File: config.mk
export PLATFORM = sky130hd
export DESIGN_NAME = mbrs_ctrl
export DESIGN_NICKNAME = d
export VERILOG_FILES = /design/src/rtl/core/mbrs_pkg.sv /design/src/rtl/core/mbrs_ctrl.sv
export SDC_FILE = /design/constraint.sdc
export NUM_CORES = 1
export LEC_CHECK = 0
export BUFFER_PORTS_ARGS = -buffer_cell sky130_fd_sc_hd__buf_2
export CAP_MARGIN = 40
export CORE_AREA = 5 5 42 44
export DETAILED_ROUTE_END_ITERATION = 10
export DIE_AREA = 0 0 47 49
export GPL_ROUTABILITY_DRIVEN = 0
export PLACE_DENSITY = 0.55
export SLEW_MARGIN = 20
export SYNTH_ARGS = -nofsm -noshare
export SYNTH_HDL_FRONTEND = slang
export SYNTH_SLANG_ARGS = --single-unit
File: constraint.sdc
create_clock -name aclk -period 1.67 [get_ports aclk]
set_input_delay 0.167 -clock aclk [delete_from_list [all_inputs] [get_ports aclk]]
set_output_delay 0.167 -clock aclk [all_outputs]
set_load 0.05 [all_outputs]
File: src/rtl/core/mbrs_pkg.sv
// Package for the Modbus RTU slave responder: payload structs, protocol constants,
// controller/datapath command and status structs and the CRC-16 byte update.
// Depends on nothing; every module of the block imports it.
`timescale 1ns / 1ps
`default_nettype none
package mbrs_pkg;

    typedef struct packed {
        logic        command;
        logic [7:0]  rx_byte;
        logic        frame_end;
        logic [7:0]  load_index;
        logic [15:0] load_value;
    } mbrs_in_t;

    typedef struct packed {
        logic [7:0] tx_byte;
        logic       tx_last;
        logic       led_zero;
        logic       led_one;
    } mbrs_out_t;

    localparam logic        CMD_RX_BYTE   = 1'b0;
    localparam logic        CMD_LOAD_REG  = 1'b1;
    localparam logic [15:0] CRC_INIT      = 16'hFFFF;
    localparam logic [15:0] CRC_POLY      = 16'hA001;
    localparam logic [7:0]  FC_READ_REGS  = 8'd3;
    localparam logic [7:0]  FC_WRITE_REGS = 8'd16;
    localparam int          FC16_OVERHEAD = 9;
    localparam int          MIN_FRAME     = 8;
    localparam logic [7:0]  SLAVE_RESET   = 8'd5;

    // Commands from the controller to the datapath.
    typedef struct packed {
        logic accept;
        logic walk;
        logic check;
        logic load;
        logic advance;
    } mbrs_cmd_t;

    // Status from the datapath to the controller.
    typedef struct packed {
        logic frame_done;
        logic walk_done;
        logic reply_ok;
        logic tx_last;
    } mbrs_stat_t;

    // One byte of the reflected CRC-16, one bit per step.
    function automatic logic [15:0] crc_byte(input logic [15:0] crc_in, input logic [7:0] b);
        logic [15:0] c;
        c = crc_in ^ {8'h00, b};
        for (int i = 0; i < 8; i++) begin
            if (c[0]) begin
                c = (c >> 1) ^ CRC_POLY;
            end else begin
                c = c >> 1;
            end
        end
        return c;
    endfunction

endpackage
`default_nettype wire

File: src/rtl/core/mbrs_ctrl.sv
// Controller state machine of the Modbus RTU slave responder.
// Depends on mbrs_pkg; drives the datapath through mbrs_cmd_t, watches mbrs_stat_t.
`timescale 1ns / 1ps
`default_nettype none
module mbrs_ctrl
    import mbrs_pkg::*;
(
    input  wire logic       aclk,
    input  wire logic       aresetn,
    input  wire logic       s_valid,
    output logic            s_ready,
    output logic            m_valid,
    input  wire logic       m_ready,
    input  wire mbrs_stat_t stat,
    output mbrs_cmd_t       cmd
);

    typedef enum logic [5:0] {
        S_IDLE  = 6'b000001,
        S_WALK  = 6'b000010,
        S_CHECK = 6'b000100,
        S_FETCH = 6'b001000,
        S_LOAD  = 6'b010000,
        S_SEND  = 6'b100000
    } state_t;

    state_t state_reg, state_next;

    always_ff @(posedge aclk) begin
        if (!aresetn) begin
            state_reg <= S_IDLE;
        end else begin
            state_reg <= state_next;
        end
    end

    always_comb begin
        state_next = state_reg;
        cmd        = '0;
        case (state_reg)
            S_IDLE: begin
                if (s_valid) begin
                    cmd.accept = 1'b1;
                    if (stat.frame_done) begin
                        state_next = S_WALK;
                    end
                end
            end
            S_WALK: begin
                cmd.walk = 1'b1;
                if (stat.walk_done) begin
                    state_next = S_CHECK;
                end
            end
            S_CHECK: begin
                cmd.check  = 1'b1;
                state_next = stat.reply_ok ? S_FETCH : S_IDLE;
            end
            S_FETCH: begin
                // The holding register read issued here lands in the next cycle.
                state_next = S_LOAD;
            end
            S_LOAD: begin
                cmd.load   = 1'b1;
                state_next = S_SEND;
            end
            S_SEND: begin
                if (m_ready) begin
                    cmd.advance = 1'b1;
                    state_next  = stat.tx_last ? S_IDLE : S_FETCH;
                end
            end
            default: begin
                state_next = S_IDLE;
            end
        endcase
    end

    assign s_ready = (state_reg == S_IDLE);
    assign m_valid = (state_reg == S_SEND);

endmodule
`default_nettype wire

Word level (Yosys, flattened, before mapping) --
Cells that the tools add are included.
Cells by class: equality and inequality tests 10, multiplexer cells 14, reduce and logical (&&, ||, !) cells 1
Operator list (number):
- 6-bit one-hot mux with 6 select lines | 1
- 6-bit 2-to-1 mux | 4
- 4-bit 2-to-1 mux | 2
- 1-bit 2-to-1 mux | 7
- 6-bit by 1-bit == test with 1-bit output, second input constant | 1
- 6-bit by 2-bit == test with 1-bit output, second input constant | 1
- 6-bit by 3-bit == test with 1-bit output, second input constant | 1
- 6-bit by 4-bit == test with 1-bit output, second input constant | 1
- 6-bit by 5-bit == test with 1-bit output, second input constant | 1
- 6-bit == test, second input constant | 1
- 2-bit by 1-bit != test with 1-bit output, second input constant | 2
- 2-bit != test, second input constant | 2
- 4-bit AND reduction | 1
Word-level totals: flip-flop bits (word level) 6, bits of input ports 8, output and inout port bits 7, logic and storage cells 26

Longest topological paths before layout --
word-level depth 3, depth in mapped cells 4, gate-level depth less buffers 4

Worst setup path after synthesis --
OpenSTA, ideal clock, no wires.
path kind register -> output, start reg state_reg[1], end out cmd[4] (netlist name), data arrival time 1.694 ns, slack -0.191 ns, cell stages (with the launch flop) 4, buffers on the path 0, path through dfxtp_1 > nor4_2 > and3_1 > and2_1
RTL lines:
- start: declaration | line mbrs_ctrl.sv:27 | state_t state_reg, state_next;
- start signal: assignment | line mbrs_ctrl.sv:33 | state_reg <= state_next;
- end: declaration | line mbrs_ctrl.sv:15 | output mbrs_cmd_t cmd

==> impl_metrics.prom <==
# TYPE chip_impl_metric gauge
chip_impl_metric{name="max_freq",unit="GHz"} 0.622
chip_impl_metric{name="p_seq_share",unit="%"} 25.8
chip_impl_metric{name="worst-path-max-fanout",unit=""} 7
chip_impl_metric{name="grt_start_max_net_pins",unit=""} 9
chip_impl_metric{name="total_switching_power",unit="W"} 0.000487
chip_impl_info{name="worst_setup_path_end_kind",value="output pin"} 1
chip_impl_info{name="grt_setup_unrepaired",value="true"} 1
chip_impl_metric{name="final_util",unit="%"} 40.4
chip_impl_info{name="final_common_cell",value="buf_2"} 1
chip_impl_metric{name="p_leak",unit="nW"} 0.270
chip_impl_metric{name="final-hold-violation-count",unit=""} 0
chip_impl_metric{name="cap_viol_max_count",unit=""} 0
chip_impl_info{name="synth_area_leaders",value="dfxtp_1 30%, inv_1 5.7%, nand4b_1 4.4%"} 1
chip_impl_info{name="status",value="complete, no violations"} 1
chip_impl_metric{name="power_report.internal_total",unit="W"} 0.000524
chip_impl_metric{name="grt_util_all_layers",unit="%"} 10.5
chip_impl_metric{name="drtIter0Drc",unit=""} 6
chip_impl_metric{name="cts_sinks",unit=""} 6
chip_impl_metric{name="ctsHtreeMaxLevel",unit=""} 1
chip_impl_metric{name="postCtsHoldBufs",unit=""} 0
chip_impl_info{name="layout_common_cells",value="11 x buf_2, 6 x inv_1, 4 x clkbuf_4"} 1
chip_impl_metric{name="comb_power_share",unit="%"} 61.5
chip_impl_metric{name="first_global_vias",unit=""} 389
chip_impl_info{name="cts_root_buffer",value="clkbuf_4"} 1
chip_impl_metric{name="cts.clk_slew.worst_paths",unit="ns"} 0.04
chip_impl_metric{name="irDropWorstVdd",unit="V"} 0.000771
chip_impl_metric{name="synth_top_cell_area_share",unit="%"} 30.5
chip_impl_metric{name="die-height",unit="microns"} 49
chip_impl_metric{name="detail_route.drc_violations",unit=""} 0
chip_impl_info{name="crit_type",value="reg2out"} 1
chip_impl_metric{name="arrival",unit="ns"} 1.44
chip_impl_metric{name="max-slew-margin-rel",unit="%"} 72.4
chip_impl_metric{name="synth.yosys.seq_area_share",unit="%"} 30.5
chip_impl_metric{name="die_extent_in_x",unit="microns"} 47
chip_impl_metric{name="global_route_wire_length_before_repair",unit="microns"} 1700
chip_impl_metric{name="wl",unit="microns"} 998
chip_impl_metric{name="largest_reg_flops",unit=""} 6
chip_impl_metric{name="tritoncts.num_buffers",unit=""} 3
chip_impl_metric{name="drt_pre_antenna_iters",unit=""} 3
chip_impl_info{name="hold_class",value="in2reg"} 1
chip_impl_info{name="critPathLaunchType",value="register"} 1
chip_impl_metric{name="floorplan.die_area",unit="sq um"} 2300
chip_impl_metric{name="hpwl",unit="microns"} 811
chip_impl_metric{name="num_antenna_cells",unit=""} 0
chip_impl_metric{name="synth_area_per_cell",unit="sq um"} 8.39
chip_impl_metric{name="synth_nets",unit=""} 55
chip_impl_metric{name="ant_nets",unit=""} 0
chip_impl_metric{name="totalPowerFinal",unit="W"} 0.00101
chip_impl_metric{name="timing.final.setup_violations",unit=""} 0
chip_impl_metric{name="clock_insertion_delay_worst_skew",unit="ns"} 0.24
chip_impl_metric{name="syn_to_final_growth",unit="%"} 43.5
chip_impl_metric{name="share_clk_of_total_power",unit="%"} 12.7
chip_impl_metric{name="fin_setup_tns",unit="ns"} 0
chip_impl_info{name="yosys.area.top_type",value="dfxtp_1"} 1
chip_impl_metric{name="power_density",unit="nW/um^2"} 1790
chip_impl_metric{name="floorplan.initialDensity",unit="%"} 28.1
chip_impl_metric{name="period_needed",unit="ns"} 1.61
chip_impl_metric{name="gate_count_after_technology_mapping",unit=""} 47
chip_impl_metric{name="clock-skew-final",unit="ns"} 0.00471
chip_impl_metric{name="grt_antenna_before_repair",unit=""} 0
chip_impl_metric{name="port_buffers",unit=""} 14
chip_impl_metric{name="timing.final.max_slew_violations",unit=""} 0
chip_impl_metric{name="synth.distinct_cells",unit=""} 28
chip_impl_metric{name="synth.yosys.warnings",unit=""} 0
chip_impl_metric{name="critical_path_required",unit="ns"} 1.50
chip_impl_metric{name="timing.final.crit_share",unit="%"} 96.3
chip_impl_metric{name="post_drt_wl_per_cell",unit="microns"} 12.2
chip_impl_metric{name="coreArea",unit="sq um"} 1400
chip_impl_metric{name="post-place-cells",unit=""} 78
chip_impl_metric{name="vias_per_cell",unit=""} 5.23
chip_impl_metric{name="ioPinCount",unit=""} 15
chip_impl_metric{name="nNetsFinal",unit=""} 76
chip_impl_metric{name="vias",unit=""} 429
chip_impl_metric{name="cts.path.max_buffers",unit=""} 2
chip_impl_metric{name="globalRoute.totalOverflow",unit=""} 0
chip_impl_info{name="cts_tree",value="done"} 1
chip_impl_metric{name="worstMarginPinSlew",unit="ns"} 0.414
chip_impl_metric{name="final-instance-count-excl-fill",unit=""} 82
chip_impl_metric{name="netlist_area",unit="sq um"} 394
chip_impl_metric{name="switching_portion_of_total_power",unit="%"} 48.2
chip_impl_metric{name="number_of_rows_in_the_core_area",unit=""} 14
chip_impl_metric{name="yosys_register_bits",unit=""} 6
chip_impl_metric{name="layout-drive-gt1-share",unit="%"} 47.0
==> critical path, stage by stage, from the launching register on <==
cell	delay, ns
dfxtp_2	0.36
nor3_2	0.23
nand3_2	0.17
inv_1	0.10
and2_2	0.13
clkbuf_4	0.22
==> what timing repair did <==
item	CTS	global route
pin swaps	1	2
endpoints found under the setup margin	3	5
gates resized for setup	3	9
setup buffers	0	1
==> per-layer routing <==
layer  global-route usage (%)  vias up  part of all wire (%)  routed length, microns
met2                     15.2        9                    49                     494
met3                     3.69        4                   4.4                      44
met5                        0        -                     0                       0
met4                     8.29        0                   3.6                      36
li1                         -      224                     -                       -
met1                     11.8      192                    42                     423
==> stage by stage <==
stage / hold WS [ns] / worst slack [ns] / area, sq um
global route: 0.151 / -0.0427 / 566
finish: 0.162 / 0.0617 / 566
detailed placement: 0.405 / 0.151 / 495
CTS: 0.156 / -0.0201 / 528
global placement: 0.405 / 0.158 / 495
floorplan: 0.244 / 0.0513 / 398
==> layout make-up <==
type                            instances  area [sq um]
Clock buffer                            3          22.5
Multi-Input combinational cell         35           280
Inverter                                6          22.5
Fill cell                             161           836
Sequential cell                         6           124
Timing Repair Buffer                   16          96.3
Tap cell                               16          20.0
==> cells in the mapped netlist <==
master and count:
dfxtp_1 6, inv_1 6, nor2_1 3, nor3_1 3, a21oi_1 2, and2_1 2, nand2_1 2, nand4b_1 2
o211ai_1 2, a21boi_0 1, a221oi_1 1, a22oi_1 1, a2bb2oi_1 1, and3_1 1, and4b_1 1, nand3_1 1
nand4_1 1, nor2b_1 1, nor3_2 1, nor4_2 1, o211ai_2 1, o21ai_0 1, o221a_1 1, o221a_2 1
o221ai_1 1, o22ai_1 1, or4b_1 1, xor2_1 1
==> path summary, 6_finish.rpt <==
kind	start	slack, ns	cells after the start	endpoint
max	state_reg[3]	0.06	5	cmd[0]
min	aresetn	0.16	2	state_reg[0]
max reg2reg	state_reg[0]	0.17	5	state_reg[0]
min reg2reg	state_reg[3]	0.56	2	state_reg[4]
==> power by group through the flow <==
stage | registers (W) | clock network [W] | logic [W]
2_1_floorplan | 0.000229 | 0 | 0.000457
3_3_place_gp | 0.000245 | 0 | 0.000564
3_5_place_dp | 0.000244 | 0 | 0.000568
4_1_cts | 0.000243 | 0.000135 | 0.000583
5_1_grt | 0.000272 | 0.000150 | 0.000673
6_report | 0.000261 | 0.000128 | 0.000622
==> cell families after synthesis <==
family          Yosys count  share of synthesized area, %
compound gates           14                          28.6
buf+inv                   6                          5.71
flops                     6                          30.5
simple gates             20                          33.0
xor+xnor                  1                          2.22
No activity file was read; power rests on OpenSTA's default activity.
